--- src/sv/nrv2b_pkg.sv ---
package nrv2b_pkg;

    localparam int unsigned HIST_DEPTH = 65536;
    localparam int unsigned HIST_AW    = $clog2(HIST_DEPTH);
    localparam int unsigned MAX_RUN    = 64;
    localparam int unsigned RUN_AW     = $clog2(MAX_RUN);
    localparam int unsigned RUN_CW     = RUN_AW + 1;

    localparam logic [31:0] OFF_LONG   = 32'h0000_0D00;
    localparam logic [31:0] ALL_ONES   = 32'hFFFF_FFFF;
    localparam logic [32:0] HIST_LIMIT = 33'(HIST_DEPTH);

    localparam logic OP_FEED  = 1'b0;
    localparam logic OP_DRAIN = 1'b1;

    localparam logic [1:0] ST_DECODING = 2'd0;
    localparam logic [1:0] ST_END      = 2'd1;
    localparam logic [1:0] ST_ERROR    = 2'd2;

    localparam logic [1:0] FWS_16 = 2'd2;
    localparam logic [1:0] FWS_32 = 2'd3;

    typedef enum logic [3:0] {
        PH_FLAG       = 4'd0,
        PH_LIT        = 4'd1,
        PH_OFF_BIT    = 4'd2,
        PH_OFF_END    = 4'd3,
        PH_OFF_LOW    = 4'd4,
        PH_LEN_A      = 4'd5,
        PH_LEN_B      = 4'd6,
        PH_LEN_G_BIT  = 4'd7,
        PH_LEN_G_END  = 4'd8,
        PH_COPY_START = 4'd9,
        PH_COPY       = 4'd10
    } phase_t;

    typedef enum logic [2:0] {
        CS_IDLE,
        CS_STEP,
        CS_CPWR,
        CS_OUTRD,
        CS_OUTSHOW
    } ctl_state_t;

    typedef struct packed {
        logic accept;
        logic step;
        logic cp_write;
        logic out_read;
        logic out_next;
    } dp_cmd_t;

    typedef struct packed {
        logic step_break;
        logic step_copy;
        logic out_last;
    } dp_stat_t;

    function automatic logic [31:0] flag_hit(input logic [1:0] sel);
        logic [31:0] r;
        case (sel)
            FWS_16:  r = 32'h0000_8000;
            FWS_32:  r = 32'h8000_0000;
            default: r = 32'h0000_0080;
        endcase
        return r;
    endfunction

endpackage

--- src/sv/nrv2b_ctrl.sv ---
module nrv2b_ctrl (
    input  logic                clk,
    input  logic                rst_n,
    input  logic                in_valid,
    output logic                in_stall,
    output logic                out_valid,
    input  logic                out_stall,
    input  nrv2b_pkg::dp_stat_t stat,
    output nrv2b_pkg::dp_cmd_t  cmd
);
    import nrv2b_pkg::*;

    ctl_state_t state_reg, state_next;

    always_ff @(posedge clk or negedge rst_n)
    begin
        if (!rst_n)
        begin
            state_reg <= CS_IDLE;
        end
        else
        begin
            state_reg <= state_next;
        end
    end

    always_comb
    begin
        state_next = state_reg;
        cmd        = '0;
        in_stall   = 1'b1;
        out_valid  = 1'b0;
        case (state_reg)
            CS_IDLE:
            begin
                in_stall = 1'b0;
                if (in_valid)
                begin
                    cmd.accept = 1'b1;
                    state_next = CS_STEP;
                end
            end
            CS_STEP:
            begin
                cmd.step = 1'b1;
                if (stat.step_copy)
                begin
                    state_next = CS_CPWR;
                end
                else if (stat.step_break)
                begin
                    state_next = CS_OUTRD;
                end
            end
            CS_CPWR:
            begin
                cmd.cp_write = 1'b1;
                state_next   = CS_STEP;
            end
            CS_OUTRD:
            begin
                cmd.out_read = 1'b1;
                state_next   = CS_OUTSHOW;
            end
            CS_OUTSHOW:
            begin
                out_valid = 1'b1;
                if (!out_stall)
                begin
                    cmd.out_next = 1'b1;
                    state_next   = stat.out_last ? CS_IDLE : CS_OUTRD;
                end
            end
            default:
            begin
                state_next = CS_IDLE;
            end
        endcase
    end

endmodule

--- config.mk ---
export PLATFORM = sky130hd
export DESIGN_NAME = nrv2b_ctrl
export DESIGN_NICKNAME = d
export VERILOG_FILES = /design/src/sv/nrv2b_pkg.sv /design/src/sv/nrv2b_ctrl.sv
export SDC_FILE = /design/constraint.sdc
export NUM_CORES = 1
export LEC_CHECK = 0
export ABC_AREA = 0
export BUFFER_PORTS_ARGS = -buffer_cell sky130_fd_sc_hd__buf_2
export CAP_MARGIN = 25
export CORE_AREA = 2 2 39 41
export DETAILED_ROUTE_END_ITERATION = 10
export DIE_AREA = 0 0 41 43
export SYNTH_ARGS = -nofsm -noshare
export SYNTH_HDL_FRONTEND = slang
export SYNTH_SLANG_ARGS = --single-unit
--- constraint.sdc ---
create_clock -name clk -period 1.48 [get_ports clk]
set_input_delay 0.074 -clock clk [delete_from_list [all_inputs] [get_ports clk]]
set_output_delay 0.074 -clock clk [all_outputs]
set_load 0.005 [all_outputs]
; ---- Word level (Yosys, flattened, before mapping)
; Index checks and enable logic that the tools add are counted.
[classes]
n_eq_ne = 7
n_mux = 15
n_reduce_logical = 2
[op_table]
columns = cell, n
row1 = $pmux 3 s5, 1
row2 = $mux 3, 4
row3 = $mux 1, 9
row4 = $eq 3x2->1 const B, 2
row5 = $ne 2x2->1 const B, 2
row6 = $eq 3x1->1 const B, 1
row7 = $eq 3x3->1 const B, 1
row8 = $logic_not 3->1, 1
row9 = $ne 3x3->1 const B, 1
row10 = $reduce_and 3->1, 1
row11 = $mux 2, 1
[totals]
word_cells = 25
regBits = 3
in_bits = 7
out_inout_bits = 7

; ---- Logic depth before layout (Yosys ltp)
; Gate-level depths: netlist of run 1.
[depth]
word_depth = 3
mapped_depth = 3
depth_no_buf = 3

; ---- Worst setup path before layout of run 1
; No wires, ideal clock.
[synth_timing]
kind = flip-flop to flip-flop
start = reg state_reg[0]
end = reg state_reg[0]
setup_slack_ns = 0.359
arrival_time_ns = 1.041
stages_incl_launch_ff = 3
path_buffers = 0
period_less_slack_ns = 1.121
path_cell_list = dfrtp_1 > or4b_4 > o211ai_2
[synth_between]
elab_chain_len = 3
word_cells_on_any_way = 10
classes_between = eq/ne: 7 / mux: 1 / reduce/logical: 2
[synth_rtl]
columns = item, line
row1 = "start, declared", nrv2b_ctrl.sv:13  ; ctl_state_t state_reg, state_next;
row2 = "start signal, assigned", nrv2b_ctrl.sv:23  ; state_reg <= state_next;
row3 = $eq 3x1->1 (tied with other cells), nrv2b_ctrl.sv:33  ; case (state_reg)
row4 = $ne 3x3->1 (no source line) or $ne 2x2->1 (tied branches), -
row5 = $reduce_and 3->1 (no source line), -
; Several ways; a longest one is shown, not always the timed one.
; A chain may end at the register's enable or synchronous reset.

==> impl_metrics.env, run 1 <==
export IMPL_outcome="finished clean"
export IMPL_postSynthRegisterBits=3
export IMPL_overflow=0
export IMPL_drtAntennaViolNets=0
export IMPL_powerDensity_mw_per_mm2=1816
export IMPL_stdcell_area_um2=341.6
export IMPL_maxCapViolations=0
export IMPL_synth_cells=21
export IMPL_yosysSeqAreaShare_pct=38.96
export IMPL_cts_clk_slew_worst_paths_ns=0.03
export IMPL_syn_area_um2=192.7
export IMPL_routedWlPerCell_um=8.690
export IMPL_start_util_pct=13.92
export IMPL_skew_ns=0.0005274
export IMPL_final_util_pct=24.68
export IMPL_final_cell_mix="buf_2, nor2b_1, nor2_1, clkbuf_4, buf_4"
export IMPL_max_freq_mhz=745.7
export IMPL_antenna_found_initial=0
export IMPL_ir_drop_uv=345.2
export IMPL_drt_iter0_markers=0
export IMPL_critPathMaxStageDelay_ns=0.39
export IMPL_critPathKind="reg -> out"
export IMPL_insertion_delay_ns=0.23
export IMPL_holdWs_ns=0.08637
export IMPL_grt_max_degree=10
export IMPL_grt_pass1_vias=223
export IMPL_yosys_area_top_type_share_pct=38.96
export IMPL_vias=230
export IMPL_core_mm2=0.001384
export IMPL_vias_per_cell=3.966
export IMPL_grt_pass1_wl_um=814
export IMPL_drc=0
export IMPL_path_cells="buf_4 > nor2b_1 > and2_1 > buf_2"
export IMPL_crit_arrival_ns=1.27
export IMPL_syn_num_nets=28
export IMPL_critPathRequiredTime_ns=1.41
export IMPL_grt_use_total_pct=7.739
export IMPL_routed_wl_um=504
export IMPL_gp_congestion=0.6191
export IMPL_min_period_ns=1.341
export IMPL_numPortBuffers=13
export IMPL_yosys_warnings=0
export IMPL_cts_max_path_buffers=2
export IMPL_rsz0062_at_grt="false"
export IMPL_diodes=0
export IMPL_cts_root_buf="clkbuf_4"
export IMPL_synthTopCellsByArea="dfrtp_1, nor2b_1, or4b_4, and2_1, o211ai_2"
export IMPL_power_leakage_nw=0.1845
export IMPL_layout_commonest_cell="buf_2"
export IMPL_yosysTopAreaCell="dfrtp_1"
export IMPL_cts_buffers=3
export IMPL_slowest_stage="dfrtp_1"
export IMPL_die_h_um=43
export IMPL_critPathLaunchType="register"
export IMPL_avgSynthCellArea_um2=9.175
export IMPL_synth_cell_type_count=13
export IMPL_hold_viol_final=0
export IMPL_die_area_mm2=0.001763
export IMPL_h_tree_depth=1
export IMPL_relSlewSlack_pct=81.69
export IMPL_cts_tree="yes"
export IMPL_placed_area_um2=277.8
export IMPL_row_count=14
export IMPL_slew_viol_final=0
export IMPL_io_pins=14
export IMPL_endpoint_kind="output port"
export IMPL_hold_path_class="in -> reg"
export IMPL_drive_gt1_share_pct=57.14
export IMPL_layout_nets=50
export IMPL_largest_reg_flops=3
export IMPL_path_max_fanout=4
export IMPL_worst_pin_slew_ns=0.2740
export IMPL_finalSetupViolCount=0
export IMPL_area_delta_synth_final_pct=77.27
export IMPL_dr_pass1_iters=1
export IMPL_cts_sinks=3
export IMPL_setup_tns_ns=0
export IMPL_finalPower_w=0.0006205
export IMPL_fp_dieW_um=41
export IMPL_min_period_over_period_pct=90.60
## synth_stat cells (all sizes together)
| master | number |
|---|---|
| a21oi | 1 |
| a21o | 1 |
| o21ai | 2 |
| nor2 | 3 |
| nand2 | 1 |
| dfrtp | 3 |
| nor2b | 3 |
| and2 | 2 |
| o211ai | 1 |
| or4b | 1 |
| inv | 1 |
| nor3b | 1 |
| or3 | 1 |
## critical path: cells and delay by family, from the launching register on
family | cells | cell delay, ns
flops | 1 | 0.39
simple gates | 2 | 0.39
buf+inv | 2 | 0.25
## cells by family after synthesis
| logic type | Yosys count | share of synthesized area (%) |
|---|---|---|
| and+or+nand+nor | 12 | 38.96 |
| AOI/OAI and AO/OA | 5 | 20.13 |
| DFF | 3 | 38.96 |
| buffers and inverters | 1 | 1.946 |
## per-stage QoR
stage	setup slack, ns	instances
floorplan	0.3590	21
global placement	0.3019	50
detailed placement	0.2881	50
CTS	0.03500	55
global route	0.02119	58
finish	0.1391	58
## path summary, 6_finish.rpt
path,startpoint,depth (start not counted),endpoint,slack (ns)
worst max-delay path,state_reg[2],4,cmd[1],0.14
worst min-delay path,out_stall,2,state_reg[2],0.09
worst max register to register,state_reg[0],2,state_reg[0],0.31
worst min register to register,state_reg[1],2,state_reg[1],0.59
max in group asynchronous,rst_n,2,state_reg[1],1.19
min in group asynchronous,rst_n,2,state_reg[1],0.17
## per-layer routing
metal | up-vias | routed length [um] | GRT usage, %
met5 | - | 0 | 0
met2 | 11 | 233 | 10.31
met3 | 4 | 46 | 3.141
met1 | 101 | 203 | 7.419
li1 | 114 | - | -
met4 | 0 | 21 | 10.00
## where the power goes
part | total [W] | switching [W] | internal, W
Clock | 0.000141 | 0.0000402 | 0.000101
Sequential | 0.000158 | 0.0000383 | 0.000120
Combinational | 0.000321 | 0.000132 | 0.000189
## cell type report
class                      instances  area, um2
multi-input combinational         17      117.6
timing repair buffer              17      97.59
tap                               16      20.02
clock buffer                       4      26.28
fill                             159       1042
sequential                         3      76.32
inverter                           1      3.754
## repair_timing
| action | CTS | global route |
|---|---|---|
| buffers inserted | 0 | 3 |
| endpoints found under the setup margin | 0 | 2 |
| hold buffers | 1 | 0 |
| gates resized for setup | 0 | 2 |
| hold endpoints to repair | 3 | 0 |
No activity file was read; power rests on OpenSTA's default activity.
==> inputs of run 2 (changes only) <==
--- a/config.mk
+++ b/config.mk
@@ -11,6 +11,7 @@
 export CORE_AREA = 2 2 39 41
 export DETAILED_ROUTE_END_ITERATION = 10
 export DIE_AREA = 0 0 41 43
+export RECOVER_POWER = 100
 export SYNTH_ARGS = -nofsm -noshare
 export SYNTH_HDL_FRONTEND = slang
 export SYNTH_SLANG_ARGS = --single-unit
==> run 2 against run 1 <==
Effect of this change: via count rose by 0.87%; first-iteration DRC count unchanged; non-clock buffer count did not move; wire length down 0.99%; cell count is the same; worst setup slack got worse by 0.012 ns; critical endpoint unchanged; largest power group unchanged.
==> impl_metrics.env, run 2 (synthesized netlist as in run 1, its figures left out) <==
export IMPL_hold_path_class="in -> reg"
export IMPL_critPathKind="reg -> out"
export IMPL_h_tree_depth=1
export IMPL_routed_wl_um=499
export IMPL_cts_max_path_buffers=2
export IMPL_drive_gt1_share_pct=45.24
export IMPL_overflow=0
export IMPL_setup_tns_ns=0
export IMPL_regArea_um2=76.32
export IMPL_antenna_found_initial=0
export IMPL_grt_max_degree=10
export IMPL_routedWlPerCell_um=8.603
export IMPL_final_cell_mix="buf_2, clkbuf_1"
export IMPL_cts_tree="yes"
export IMPL_core_mm2=0.001384
export IMPL_nFillCells=162
export IMPL_vias=232
export IMPL_ir_drop_uv=343.7
export IMPL_drt_iter0_markers=0
export IMPL_relSlewSlack_pct=80.76
export IMPL_grt_use_total_pct=7.739
export IMPL_critPathLaunchType="register"
export IMPL_layout_commonest_cell="buf_2"
export IMPL_vias_per_cell=4.000
export IMPL_slew_viol_final=0
export IMPL_setup_ws_ns=0.1275
export IMPL_io_pins=14
export IMPL_endpoint_kind="output port"
export IMPL_diodes=0
export IMPL_min_period_ns=1.353
export IMPL_largest_reg_flops=3
export IMPL_cts_root_buf="clkbuf_4"
export IMPL_final_util_pct=23.96
export IMPL_hold_viol_final=0
export IMPL_r2r_start="state_reg[0]"
export IMPL_powerDensity_mw_per_mm2=1803
export IMPL_gp_congestion=0.6191
export IMPL_area_delta_synth_final_pct=72.08
export IMPL_outcome="finished clean"
export IMPL_die_h_um=43
export IMPL_critPathRequiredTime_ns=1.41
export IMPL_rsz0062_at_grt="false"
export IMPL_placed_area_um2=277.8
export IMPL_cts_buffers=3
export IMPL_finalSetupViolCount=0
export IMPL_die_area_mm2=0.001763
export IMPL_worst_pin_slew_ns=0.2879
export IMPL_path_max_fanout=4
export IMPL_numPortBuffers=13
export IMPL_cts_clk_slew_worst_paths_ns=0.03
export IMPL_stdcell_area_um2=331.6
export IMPL_skew_ns=0.0004247
export IMPL_maxCapViolations=0
export IMPL_multi_input_area_um2=112.6
export IMPL_fp_dieW_um=41
export IMPL_dpl_cell_count=50
export IMPL_drtAntennaViolNets=0
export IMPL_grt_pass1_wl_um=814
export IMPL_drc=0
export IMPL_critical_path_startpoint="state_reg[2]"
export IMPL_start_util_pct=13.92
export IMPL_power_leakage_nw=0.1678
export IMPL_crit_arrival_ns=1.28
export IMPL_pre_cts_ws_ns=0.2881
export IMPL_dr_pass1_iters=1
export IMPL_grt_pass1_vias=223
export IMPL_min_from="out_stall"
export IMPL_max_freq_mhz=739.4
export IMPL_row_count=14
export IMPL_layout_nets=50
export IMPL_cts_sinks=3
export IMPL_finalNonFillerCells=58
export IMPL_min_period_over_period_pct=91.39
export IMPL_insertion_delay_ns=0.23
## run 2: path summary, 6_finish.rpt
path,end,slack [ns],cells past startpoint
setup / recovery,cmd[1],0.13,4
hold / removal,state_reg[2],0.09,2
setup reg to reg,state_reg[0],0.32,2
hold reg to reg,state_reg[1],0.58,2
max in group asynchronous,state_reg[1],1.11,2
min in group asynchronous,state_reg[2],0.19,2
## run 2: final cells by class
type	count	share of cell area, %
Timing Repair Buffer	17	27.92
Clock buffer	4	7.925
Multi-Input combinational cell	17	33.96
Inverter	1	1.132
Sequential cell	3	23.02
Tap cell	16	6.038
## run 2: per-stage QoR
stage / hold slack (ns) / total power (W)
2_1_floorplan: -0.2216 / 0.0003167
3_3_place_gp: -0.1290 / 0.0004202
3_5_place_dp: -0.1227 / 0.0004257
4_1_cts: 0.08639 / 0.0005769
5_1_grt: 0.1078 / 0.0006625
6_report: 0.08699 / 0.0005978
## run 2: where the power goes
group / internal, W / switching, W / leakage (nW)
logic: 0.000168 / 0.000134 / 0.116
registers: 0.000120 / 0.0000360 / 0.0372
clock network: 0.000101 / 0.0000393 / 0.0150
## run 2: per-layer routing
| layer | GRT usage [%] | routed length, um | up-vias |
|---|---|---|---|
| li1 | - | - | 116 |
| met1 | 7.419 | 196 | 101 |
| met2 | 10.31 | 230 | 11 |
| met3 | 3.141 | 51 | 4 |
| met4 | 10.00 | 21 | 0 |
| met5 | 0 | 0 | - |
## run 2: what timing repair did
item | 4_1_cts | 5_1_grt
hold buffers | 1 | 0
endpoints found under the hold margin | 3 | 0
resized for setup | 0 | 2
endpoints found under the setup margin | 0 | 2
setup buffers | 0 | 3
## run 2: worst max-delay path: stages (launching register included)
cell and delay [ns]:
dfrtp_1 0.39, buf_4 0.14, nor2b_1 0.21, and2_0 0.19
buf_2 0.12
